<file path="config.mk">
export PLATFORM = sky130hd
export DESIGN_NAME = encoder_frame_deframer
export DESIGN_NICKNAME = d
export VERILOG_FILES = /design/src/sv/efd_pkg.sv /design/src/sv/efd_fifo.sv /design/src/sv/efd_front.sv /design/src/sv/efd_back.sv /design/src/sv/encoder_frame_deframer.sv
export SDC_FILE = /design/constraint.sdc
export NUM_CORES = 1
export LEC_CHECK = 0
export BUFFER_PORTS_ARGS = -buffer_cell sky130_fd_sc_hd__buf_2
export CORE_AREA = 2 2 172 208
export DETAILED_ROUTE_END_ITERATION = 10
export DIE_AREA = 0 0 174 210
export SETUP_SLACK_MARGIN = 0.2
export SYNTH_ARGS = -nofsm -noshare
export SYNTH_HDL_FRONTEND = slang
export SYNTH_SLANG_ARGS = --single-unit
</file>
<file path="constraint.sdc">
create_clock -name i_clk -period 6.14 [get_ports i_clk]
set_clock_uncertainty 0.1 [all_clocks]
set_input_delay 0.307 -clock i_clk [delete_from_list [all_inputs] [get_ports i_clk]]
set_output_delay 0.307 -clock i_clk [all_outputs]
set_load 0.02 [all_outputs]
</file>
<file path="src/sv/efd_pkg.sv">
// Package for the encoder frame deframer: operation codes, command kinds,
// frame constants and the command and result item types. No dependencies.
package efd_pkg;

    localparam int FRAME_BYTES = 10;
    localparam int CNT_W       = 4;

    localparam logic [7:0]  HDR_BYTE0  = 8'hAA;
    localparam logic [7:0]  FILL_BYTE  = 8'hFF;
    localparam logic [15:0] COMP_MASK  = 16'hFFFF;
    localparam logic [7:0]  LIMIT_RST  = 8'd100;

    typedef enum logic [1:0] {
        OP_START = 2'd0,
        OP_BYTE  = 2'd1,
        OP_TICK  = 2'd2,
        OP_LATCH = 2'd3
    } t_op;

    typedef enum logic [1:0] {
        TYPE_ANGLE = 2'd1,
        TYPE_ERROR = 2'd2
    } t_frame_type;

    typedef enum logic [2:0] {
        K_START,
        K_BYTE,
        K_LAST,
        K_SKIP,
        K_TICK,
        K_LATCH
    } t_kind;

    typedef struct packed {
        t_kind            kind;
        logic [CNT_W-1:0] idx;
        logic [7:0]       data;
    } t_cmd;

    typedef struct packed {
        logic [11:0] angle;
        logic        angle_upper_half;
        logic        new_angle;
        logic [15:0] error_word;
        logic        verify_error;
        logic        format_error;
        logic        frame_done;
        logic        frame_bad;
        logic        busy_res;
        logic [15:0] timeout_events;
        logic [15:0] angle_frames;
        logic [11:0] held_angle;
    } t_result;

endpackage

</file>
<file path="src/sv/efd_fifo.sv">
// Small first-in first-out queue of packed words.
// No dependencies; used between the front, the back and the result ports.
module efd_fifo #(
    parameter int WIDTH = 8,
    parameter int DEPTH = 2
) (
    input  logic             i_clk,
    input  logic             i_rst_n,
    input  logic             i_push,
    input  logic [WIDTH-1:0] i_data,
    output logic             o_full,
    input  logic             i_pop,
    output logic [WIDTH-1:0] o_data,
    output logic             o_empty
);
    localparam int PTR_W = (DEPTH > 1) ? $clog2(DEPTH) : 1;
    localparam int CNT_W = $clog2(DEPTH + 1);
    localparam logic [PTR_W-1:0] LAST_PTR = PTR_W'(DEPTH - 1);

    logic [WIDTH-1:0] r_mem [DEPTH];
    logic [PTR_W-1:0] r_wr, n_wr;
    logic [PTR_W-1:0] r_rd, n_rd;
    logic [CNT_W-1:0] r_cnt, n_cnt;
    logic             push_ok;
    logic             pop_ok;

    assign o_full  = (r_cnt == CNT_W'(DEPTH));
    assign o_empty = (r_cnt == '0);
    assign o_data  = r_mem[r_rd];
    assign push_ok = i_push && !o_full;
    assign pop_ok  = i_pop && !o_empty;

    always_comb begin
        n_wr  = r_wr;
        n_rd  = r_rd;
        n_cnt = r_cnt;
        if (push_ok) begin
            n_wr = (r_wr == LAST_PTR) ? '0 : r_wr + 1'b1;
        end
        if (pop_ok) begin
            n_rd = (r_rd == LAST_PTR) ? '0 : r_rd + 1'b1;
        end
        if (push_ok && !pop_ok) begin
            n_cnt = r_cnt + 1'b1;
        end else if (pop_ok && !push_ok) begin
            n_cnt = r_cnt - 1'b1;
        end
    end

    always_ff @(posedge i_clk) begin
        if (!i_rst_n) begin
            r_wr  <= '0;
            r_rd  <= '0;
            r_cnt <= '0;
        end else begin
            r_wr  <= n_wr;
            r_rd  <= n_rd;
            r_cnt <= n_cnt;
        end
    end

    always_ff @(posedge i_clk) begin
        if (push_ok) begin
            r_mem[r_wr] <= i_data;
        end
    end

endmodule

</file>
<file path="src/sv/efd_front.sv">
// Front end: accepts operation items, tracks the byte position in the frame
// and turns each item into a command. Depends on efd_pkg.
module efd_front (
    input  logic          i_clk,
    input  logic          i_rst_n,
    input  logic          i_push,
    input  logic [1:0]    i_operation,
    input  logic [7:0]    i_rx_byte,
    input  logic          i_full,
    output logic          o_push,
    output efd_pkg::t_cmd o_cmd
);
    logic [efd_pkg::CNT_W-1:0] r_count, n_count;
    logic                      accept;

    assign accept = i_push && !i_full;
    assign o_push = i_push;

    always_comb begin
        n_count    = r_count;
        o_cmd.idx  = r_count;
        o_cmd.data = i_rx_byte;
        o_cmd.kind = efd_pkg::K_SKIP;
        case (efd_pkg::t_op'(i_operation))
            efd_pkg::OP_START: begin
                o_cmd.kind = efd_pkg::K_START;
                n_count    = '0;
            end
            efd_pkg::OP_BYTE: begin
                if (r_count < efd_pkg::CNT_W'(efd_pkg::FRAME_BYTES)) begin
                    n_count = r_count + 1'b1;
                    if (r_count == efd_pkg::CNT_W'(efd_pkg::FRAME_BYTES - 1)) begin
                        o_cmd.kind = efd_pkg::K_LAST;
                    end else begin
                        o_cmd.kind = efd_pkg::K_BYTE;
                    end
                end
            end
            efd_pkg::OP_TICK:  o_cmd.kind = efd_pkg::K_TICK;
            efd_pkg::OP_LATCH: o_cmd.kind = efd_pkg::K_LATCH;
            default:           o_cmd.kind = efd_pkg::K_SKIP;
        endcase
    end

    always_ff @(posedge i_clk) begin
        if (!i_rst_n) begin
            r_count <= '0;
        end else if (accept) begin
            r_count <= n_count;
        end
    end

endmodule

</file>
<file path="src/sv/efd_back.sv">
// Back end: executes commands, holds the frame bytes and all status state,
// and emits one result item per command. Depends on efd_pkg.
module efd_back (
    input  logic             i_clk,
    input  logic             i_rst_n,
    input  logic             i_cmd_valid,
    input  efd_pkg::t_cmd    i_cmd,
    output logic             o_cmd_take,
    input  logic             i_res_full,
    output efd_pkg::t_result o_res,
    input  logic             i_cfg_valid,
    input  logic [7:0]       i_cfg_timeout_limit
);
    logic [7:0]  r_store [efd_pkg::FRAME_BYTES-1];
    logic [7:0]  r_limit;
    logic        r_busy, n_busy;
    logic [7:0]  r_tick, n_tick;
    logic [15:0] r_timeouts, n_timeouts;
    logic [11:0] r_angle, n_angle;
    logic        r_half, n_half;
    logic        r_new, n_new;
    logic [15:0] r_error, n_error;
    logic        r_verify, n_verify;
    logic        r_format, n_format;
    logic [15:0] r_frames, n_frames;
    logic [11:0] r_held, n_held;
    logic        done;
    logic        bad;
    logic [15:0] word;
    logic [15:0] comp;

    assign o_cmd_take = i_cmd_valid && !i_res_full;
    assign word = {r_store[2], r_store[3]};
    assign comp = {r_store[4], r_store[5]};

    always_comb begin
        bad = (r_store[0] != efd_pkg::HDR_BYTE0) || (r_store[1] != efd_pkg::FILL_BYTE) ||
              (r_store[6] != efd_pkg::FILL_BYTE) || (r_store[7] != efd_pkg::FILL_BYTE) ||
              (r_store[8] != efd_pkg::FILL_BYTE) || (i_cmd.data != efd_pkg::FILL_BYTE);
    end

    always_comb begin
        n_busy     = r_busy;
        n_tick     = r_tick;
        n_timeouts = r_timeouts;
        n_angle    = r_angle;
        n_half     = r_half;
        n_new      = r_new;
        n_error    = r_error;
        n_verify   = r_verify;
        n_format   = r_format;
        n_frames   = r_frames;
        n_held     = r_held;
        done       = 1'b0;
        case (i_cmd.kind)
            efd_pkg::K_START: begin
                n_tick = '0;
                n_busy = 1'b1;
            end
            efd_pkg::K_LAST: begin
                done   = 1'b1;
                n_busy = 1'b0;
                if (!bad) begin
                    if ((word ^ comp) != efd_pkg::COMP_MASK) begin
                        n_verify = 1'b1;
                    end else begin
                        case (word[1:0])
                            efd_pkg::TYPE_ANGLE: begin
                                n_angle  = word[15:4];
                                n_half   = word[15];
                                n_new    = 1'b1;
                                n_frames = r_frames + 1'b1;
                                n_verify = 1'b0;
                                n_format = 1'b0;
                            end
                            efd_pkg::TYPE_ERROR: begin
                                n_error  = word;
                                n_verify = 1'b0;
                                n_format = 1'b0;
                            end
                            default: n_format = 1'b1;
                        endcase
                    end
                end
            end
            efd_pkg::K_TICK: begin
                if (r_busy) begin
                    if (r_tick > r_limit) begin
                        n_tick     = '0;
                        n_busy     = 1'b0;
                        n_timeouts = r_timeouts + 1'b1;
                    end else begin
                        n_tick = r_tick + 1'b1;
                    end
                end else begin
                    n_tick = '0;
                end
            end
            efd_pkg::K_LATCH: begin
                if (r_error == '0 && !r_verify && !r_format) begin
                    n_held = r_angle;
                end
            end
            default: ;
        endcase
    end

    always_comb begin
        o_res.angle            = n_angle;
        o_res.angle_upper_half = n_half;
        o_res.new_angle        = n_new;
        o_res.error_word       = n_error;
        o_res.verify_error     = n_verify;
        o_res.format_error     = n_format;
        o_res.frame_done       = done;
        o_res.frame_bad        = done && bad;
        o_res.busy_res         = n_busy;
        o_res.timeout_events   = n_timeouts;
        o_res.angle_frames     = n_frames;
        o_res.held_angle       = n_held;
    end

    always_ff @(posedge i_clk) begin
        if (!i_rst_n) begin
            r_limit    <= efd_pkg::LIMIT_RST;
            r_busy     <= 1'b0;
            r_tick     <= '0;
            r_timeouts <= '0;
            r_angle    <= '0;
            r_half     <= 1'b0;
            r_new      <= 1'b0;
            r_error    <= '0;
            r_verify   <= 1'b0;
            r_format   <= 1'b0;
            r_frames   <= '0;
            r_held     <= '0;
        end else begin
            if (i_cfg_valid) begin
                r_limit <= i_cfg_timeout_limit;
            end
            if (o_cmd_take) begin
                r_busy     <= n_busy;
                r_tick     <= n_tick;
                r_timeouts <= n_timeouts;
                r_angle    <= n_angle;
                r_half     <= n_half;
                r_new      <= n_new;
                r_error    <= n_error;
                r_verify   <= n_verify;
                r_format   <= n_format;
                r_frames   <= n_frames;
                r_held     <= n_held;
            end
        end
    end

    always_ff @(posedge i_clk) begin
        if (o_cmd_take && i_cmd.kind == efd_pkg::K_BYTE) begin
            r_store[i_cmd.idx] <= i_cmd.data;
        end
    end

endmodule

</file>
<file path="src/sv/encoder_frame_deframer.sv">
// Top level of the encoder frame deframer: front end, command queue, back end
// and result queue. Depends on efd_pkg, efd_front, efd_fifo and efd_back.
//
//   channel   handshake               payload
//   input     push / full             i_operation, i_rx_byte
//   result    empty / pop             o_angle ... o_held_angle (12 fields)
//   config    i_cfg_valid / o_cfg_ready   i_cfg_timeout_limit
//
// One item per cycle sustained while the queues are not full; an item's result
// reaches the result ports through the command queue, then the result queue.
// Reset is synchronous; it empties both queues and clears all status state.
// A stalled result side fills the result queue, then the command queue, then
// raises full; the config channel is always ready.
module encoder_frame_deframer #(
    parameter int QUEUE_DEPTH = 2
) (
    input  logic        i_clk,
    input  logic        i_rst_n,
    input  logic        push,
    output logic        full,
    input  logic [1:0]  i_operation,
    input  logic [7:0]  i_rx_byte,
    output logic        empty,
    input  logic        pop,
    output logic [11:0] o_angle,
    output logic        o_angle_upper_half,
    output logic        o_new_angle,
    output logic [15:0] o_error_word,
    output logic        o_verify_error,
    output logic        o_format_error,
    output logic        o_frame_done,
    output logic        o_frame_bad,
    output logic        o_busy_res,
    output logic [15:0] o_timeout_events,
    output logic [15:0] o_angle_frames,
    output logic [11:0] o_held_angle,
    input  logic        i_cfg_valid,
    output logic        o_cfg_ready,
    input  logic [7:0]  i_cfg_timeout_limit
);
    localparam int CMD_W = $bits(efd_pkg::t_cmd);
    localparam int RES_W = $bits(efd_pkg::t_result);

    efd_pkg::t_cmd    front_cmd;
    efd_pkg::t_cmd    back_cmd;
    efd_pkg::t_result back_res;
    efd_pkg::t_result out_res;
    logic             front_push;
    logic             cmd_empty;
    logic             cmd_take;
    logic             res_full;

    assign o_cfg_ready = 1'b1;

    efd_front u_front (
        .i_clk      (i_clk),
        .i_rst_n    (i_rst_n),
        .i_push     (push),
        .i_operation(i_operation),
        .i_rx_byte  (i_rx_byte),
        .i_full     (full),
        .o_push     (front_push),
        .o_cmd      (front_cmd)
    );

    efd_fifo #(.WIDTH(CMD_W), .DEPTH(QUEUE_DEPTH)) u_cmd_q (
        .i_clk  (i_clk),
        .i_rst_n(i_rst_n),
        .i_push (front_push),
        .i_data (front_cmd),
        .o_full (full),
        .i_pop  (cmd_take),
        .o_data (back_cmd),
        .o_empty(cmd_empty)
    );

    efd_back u_back (
        .i_clk              (i_clk),
        .i_rst_n            (i_rst_n),
        .i_cmd_valid        (!cmd_empty),
        .i_cmd              (back_cmd),
        .o_cmd_take         (cmd_take),
        .i_res_full         (res_full),
        .o_res              (back_res),
        .i_cfg_valid        (i_cfg_valid),
        .i_cfg_timeout_limit(i_cfg_timeout_limit)
    );

    efd_fifo #(.WIDTH(RES_W), .DEPTH(QUEUE_DEPTH)) u_res_q (
        .i_clk  (i_clk),
        .i_rst_n(i_rst_n),
        .i_push (cmd_take),
        .i_data (back_res),
        .o_full (res_full),
        .i_pop  (pop),
        .o_data (out_res),
        .o_empty(empty)
    );

    assign o_angle            = out_res.angle;
    assign o_angle_upper_half = out_res.angle_upper_half;
    assign o_new_angle        = out_res.new_angle;
    assign o_error_word       = out_res.error_word;
    assign o_verify_error     = out_res.verify_error;
    assign o_format_error     = out_res.format_error;
    assign o_frame_done       = out_res.frame_done;
    assign o_frame_bad        = out_res.frame_bad;
    assign o_busy_res         = out_res.busy_res;
    assign o_timeout_events   = out_res.timeout_events;
    assign o_angle_frames     = out_res.angle_frames;
    assign o_held_angle       = out_res.held_angle;

endmodule

</file>
==> impl_summary.txt <==
----------------------------------------------------
[STA]
  Worst Tran Pin Value ... 1.08 ns
  Final-report hold violation count ... 0
  Number of pins exceeding their max-slew limit in the final report ... 0
  Sum Neg Setup Slack ... 0 ns
  Setup repair after global routing missed its margin ... false
  F_max ... 0.277 GHz
  Worst hold-check slack ... 0.0495 ns
  Final critical-path share of the clock period ... 0.588
  Max_slew headroom ... 0.279
  Total of endpoints with negative setup slack in the final report ... 0
  Final critical delay including setup and external delays ... 3.61 ns

[Clocking]
  Clock-pin slew on the worst setup and hold paths ... 0.06 ns
  CTS tree ... done
  Number of CTS-inserted buffers ... 38
  Clock insertion delay at the later pin of the skew report ... 0.52 ns
  Number of sinks driven by the clock tree ... 367
  Maximum buffer depth of the clock tree ... 3
  CTS root buf ... sky130_fd_sc_hd__clkbuf_16
  Number of levels in the clock H-tree ... 2

[Yosys]
  Average cell area after synthesis ... 13.3 um2
  Compound-Gate Fraction of Synth Area ... 0.0493
  Sequential area share after synthesis ... 0.645
  Combinational family with the most area after synthesis ... multiplexers
  Net count of the mapped netlist ... 1201
  Number of enable flip-flop cells after synthesis ... 260
  Cell area after synthesis ... 0.0154 mm2
  Unique masters post-synth ... 65
  Async SR Flop Fraction ... 0
  Mapped Cells ... 1161
  Post-synthesis xor/xnor area fraction ... 0.0341
  Share of Yosys cell area claimed by the top area cell type ... 0.506
  Register bit count reported by yosys ... 367
  Share of synthesized cell area in full adder, half adder and majority cells ... 0.0138
  Number of warning messages in the yosys log ... 0
  Biggest area consumer among synthesized cells ... sky130_fd_sc_hd__edfxtp_1
  Simple-Gate Fraction of Synth Area ... 0.115
  Fraction of synthesized area in multiplexers ... 0.119
  Flip-flop cell with the highest count after synthesis ... sky130_fd_sc_hd__edfxtp_1
  Cell types occupying the most area after synthesis ... sky130_fd_sc_hd__edfxtp_1, sky130_fd_sc_hd__dfxtp_1, sky130_fd_sc_hd__mux2_2

[Min path]
  Classification of the worst-slack hold path ... primary input to register
  Min-delay src ... i_operation[0]
  Cells on Worst Hold Path ... 3

[Setup path]
  WP data required ... 6.48 ns
  Data arrival at the endpoint of the critical path ... 3.95 ns
  Max stage delay on crit path ... 0.98 ns
  Critical path class ... register to register
  Register-to-Register Path Depth ... 6
  Crit path capture type ... register
  Largest fanout of any net on the critical path ... 41
  Ordered list of cells on the worst path ... mux2i_1 -> o21ai_0 -> inv_1 -> nand4_2 -> or4_1 -> a21oi_1
  Startpoint type of the worst setup path ... register
  Cell with the largest stage delay on the worst path ... sky130_fd_sc_hd__dfxtp_1

[Place]
  Post-detailed-placement half-perimeter wirelength ... 20.8 mm
  Number of buffers added on ports ... 103
  RD Place Congestion ... 0.786
  Placed cell count ... 1684

[Power]
  Worst-case vdd ir drop ... 0.239 mV
  Cell leakage power ... 6.72 nW
  PwrDens ... 440 mW/mm2

[Outcome]
  Outcome ... finished clean

[Global route]
  Maximum number of pins on one net before global-route repair ... 65
  Number of antenna violations at the first check in global routing ... 1
  Global-route wire length before repair ... 50.4 mm
  Vias in the first global route ... 9237
  Global-route congestion overflow total ... 0
  Combined global-route utilization of all metal layers ... 0.176

[Job]
  Max-capacitance violation count ... 0

[Drt]
  Via count ... 9439
  Post-route DRC ... 0
  Number of optimization iterations in the first detailed-route pass ... 4
  DR vias/cell ... 5.33
  1st-iter DRT viols ... 527
  Routed wirelength normalized by instance count ... 18.2 um
  Remaining number of nets flagged by the antenna check after routing ... 0
  Routed wire length ... 32.3 mm

[Finish]
  Ratio of cells with drive above 1 in the final layout ... 0.232
  Area of combinational cells with multiple inputs ... 0.00512 mm2
  Diodes inserted ... 0
  Number of filler cells placed in the layout ... 3012
  Post-Route Utilization ... 0.518
  Nets ... 1319
  Area added between synthesis and finish ... 16.0%
  Number of standard cells in the layout, taps in and fillers out ... 1771
  FF+latch area ... 0.00995 mm2

[Floorplanning]
  Overall die area ... 0.0365 mm2
  Initial cell density of the core ... 0.447
  Placeable core region ... 0.0345 mm2
  I/O pins ... 105
  Placement row count ... 75
  Die extent in y ... 210 um
  Horizontal die dimension ... 174 um

----------------------------------------------------
[worst paths after layout]
path / slack [ns] / to
setup / recovery: 2.53 / u_back.r_frames[11]
hold / removal: 0.05 / u_front.r_count[2]
setup reg to reg: 2.53 / u_back.r_frames[11]
hold reg to reg: 0.36 / u_back.r_new
[cell families (layout without fill, tap and decap cells)]
| kind of cell | Yosys count | count (layout) |
|---|---|---|
| flops | 367 | 367 |
| simple gates | 345 | 345 |
| mux | 167 | 167 |
| compound gates | 120 | 120 |
| buf+inv | 84 | 232 |
| xor+xnor | 60 | 60 |
| fa+ha+maj | 17 | 17 |
| other cells | 1 | 1 |
[synthesized netlist by cell type, types with 25 or more instances]
master / number
sky130_fd_sc_hd__nand4_1: 27
sky130_fd_sc_hd__o21ai_0: 27
sky130_fd_sc_hd__inv_1: 29
sky130_fd_sc_hd__dfxtp_1: 107
sky130_fd_sc_hd__nor3_1: 34
sky130_fd_sc_hd__edfxtp_1: 260
sky130_fd_sc_hd__nor2_1: 84
sky130_fd_sc_hd__nand2_1: 82
sky130_fd_sc_hd__nand3_1: 33
sky130_fd_sc_hd__o31ai_1: 25
sky130_fd_sc_hd__a21oi_1: 39
sky130_fd_sc_hd__xor2_1: 43
sky130_fd_sc_hd__clkbuf_1: 28
sky130_fd_sc_hd__mux2i_1: 39
sky130_fd_sc_hd__mux2_2: 112
[sequential cells by signal, indices dropped and copies added (netlist names), named ones only]
signal             count
u_res_q.r_mem        158
u_back.r_store        72
u_cmd_q.r_mem         30
u_back.r_error        16
u_back.r_frames       16
u_back.r_timeouts     16
u_back.r_angle        12
u_back.r_held         12
u_back.r_limit         8
u_back.r_tick          8
u_front.r_count        4
u_cmd_q.r_cnt          2
u_res_q.r_cnt          2
u_back.r_busy          1
u_back.r_format        1
u_back.r_half          1
u_back.r_new           1
u_back.r_verify        1
u_cmd_q.r_rd           1
u_cmd_q.r_wr           1
u_res_q.r_rd           1
u_res_q.r_wr           1
[per-stage QoR]
step	cell area [um2]	power [mW]	setup WS [ns]
CTS	17900	7.98	2.47
detailed placement	16400	5.51	2.51
finish	17900	7.88	2.53
global placement	16400	5.47	2.66
global route	17900	8.23	2.17
floorplan	15400	4.83	0.959
[timing repair]
item,4_1_cts,5_1_grt
resized for setup,0,0
endpoints found under the hold margin,26,0
setup buffers,0,0
hold buffers,17,0
setup endpoints to repair,0,0
[placed cells by master (no fill, tap or decap), drive strengths merged, types with 4 or more instances in the layout]
master       netlist  final
a21oi             39     39
and3               9      9
buf               25    114
bufinv             0      5
clkbuf            28     60
clkinv             1      5
dfxtp            107    107
dlygate4sd3        0     17
edfxtp           260    260
ha                17     17
inv               30     30
mux2             128    128
mux2i             39     39
nand2             85     85
nand2b             7      7
nand3             33     33
nand4             28     28
nor2              84     84
nor3              35     35
nor3b              4      4
nor4              10     10
o211ai            12     12
o21ai             27     27
o31ai             25     25
or2                5      5
or3                8      8
or4               24     24
xnor2             17     17
xor2              43     43
[worst max-delay path: cells and delay by family (launching register included)]
family	cells	cell delay [ns]
AOI/OAI and AO/OA	2	0.33
buffers and inverters	1	0.20
DFF	1	0.98
muxes	1	0.29
and+or+nand+nor	2	1.60
[where the power goes]
| part | switching [mW] | internal, mW |
|---|---|---|
| sequential | 0.169 | 3.26 |
| combinational | 1.28 | 0.712 |
| clock | 0.921 | 1.53 |
| total | 2.37 | 5.50 |
[layout make-up]
| class | instances | area share |
|---|---|---|
| well taps | 462 | 0.0323 |
| flip-flops and latches | 367 | 0.556 |
| clock inverters | 10 | 0.00979 |
| repair buffers | 131 | 0.0429 |
| multi-input cells | 710 | 0.286 |
| clock buffers | 60 | 0.0659 |
| inverters | 31 | 0.00650 |
[per-layer routing]
metal | part of all wire | up-vias | global-route usage
li1 | - | 4578 | -
met5 | 0 | - | 0
met3 | 0.035 | 50 | 0.0262
met1 | 0.44 | 4639 | 0.223
met4 | 0.025 | 0 | 0.0568
met2 | 0.50 | 172 | 0.310
Power figures use the tool's default switching activity.
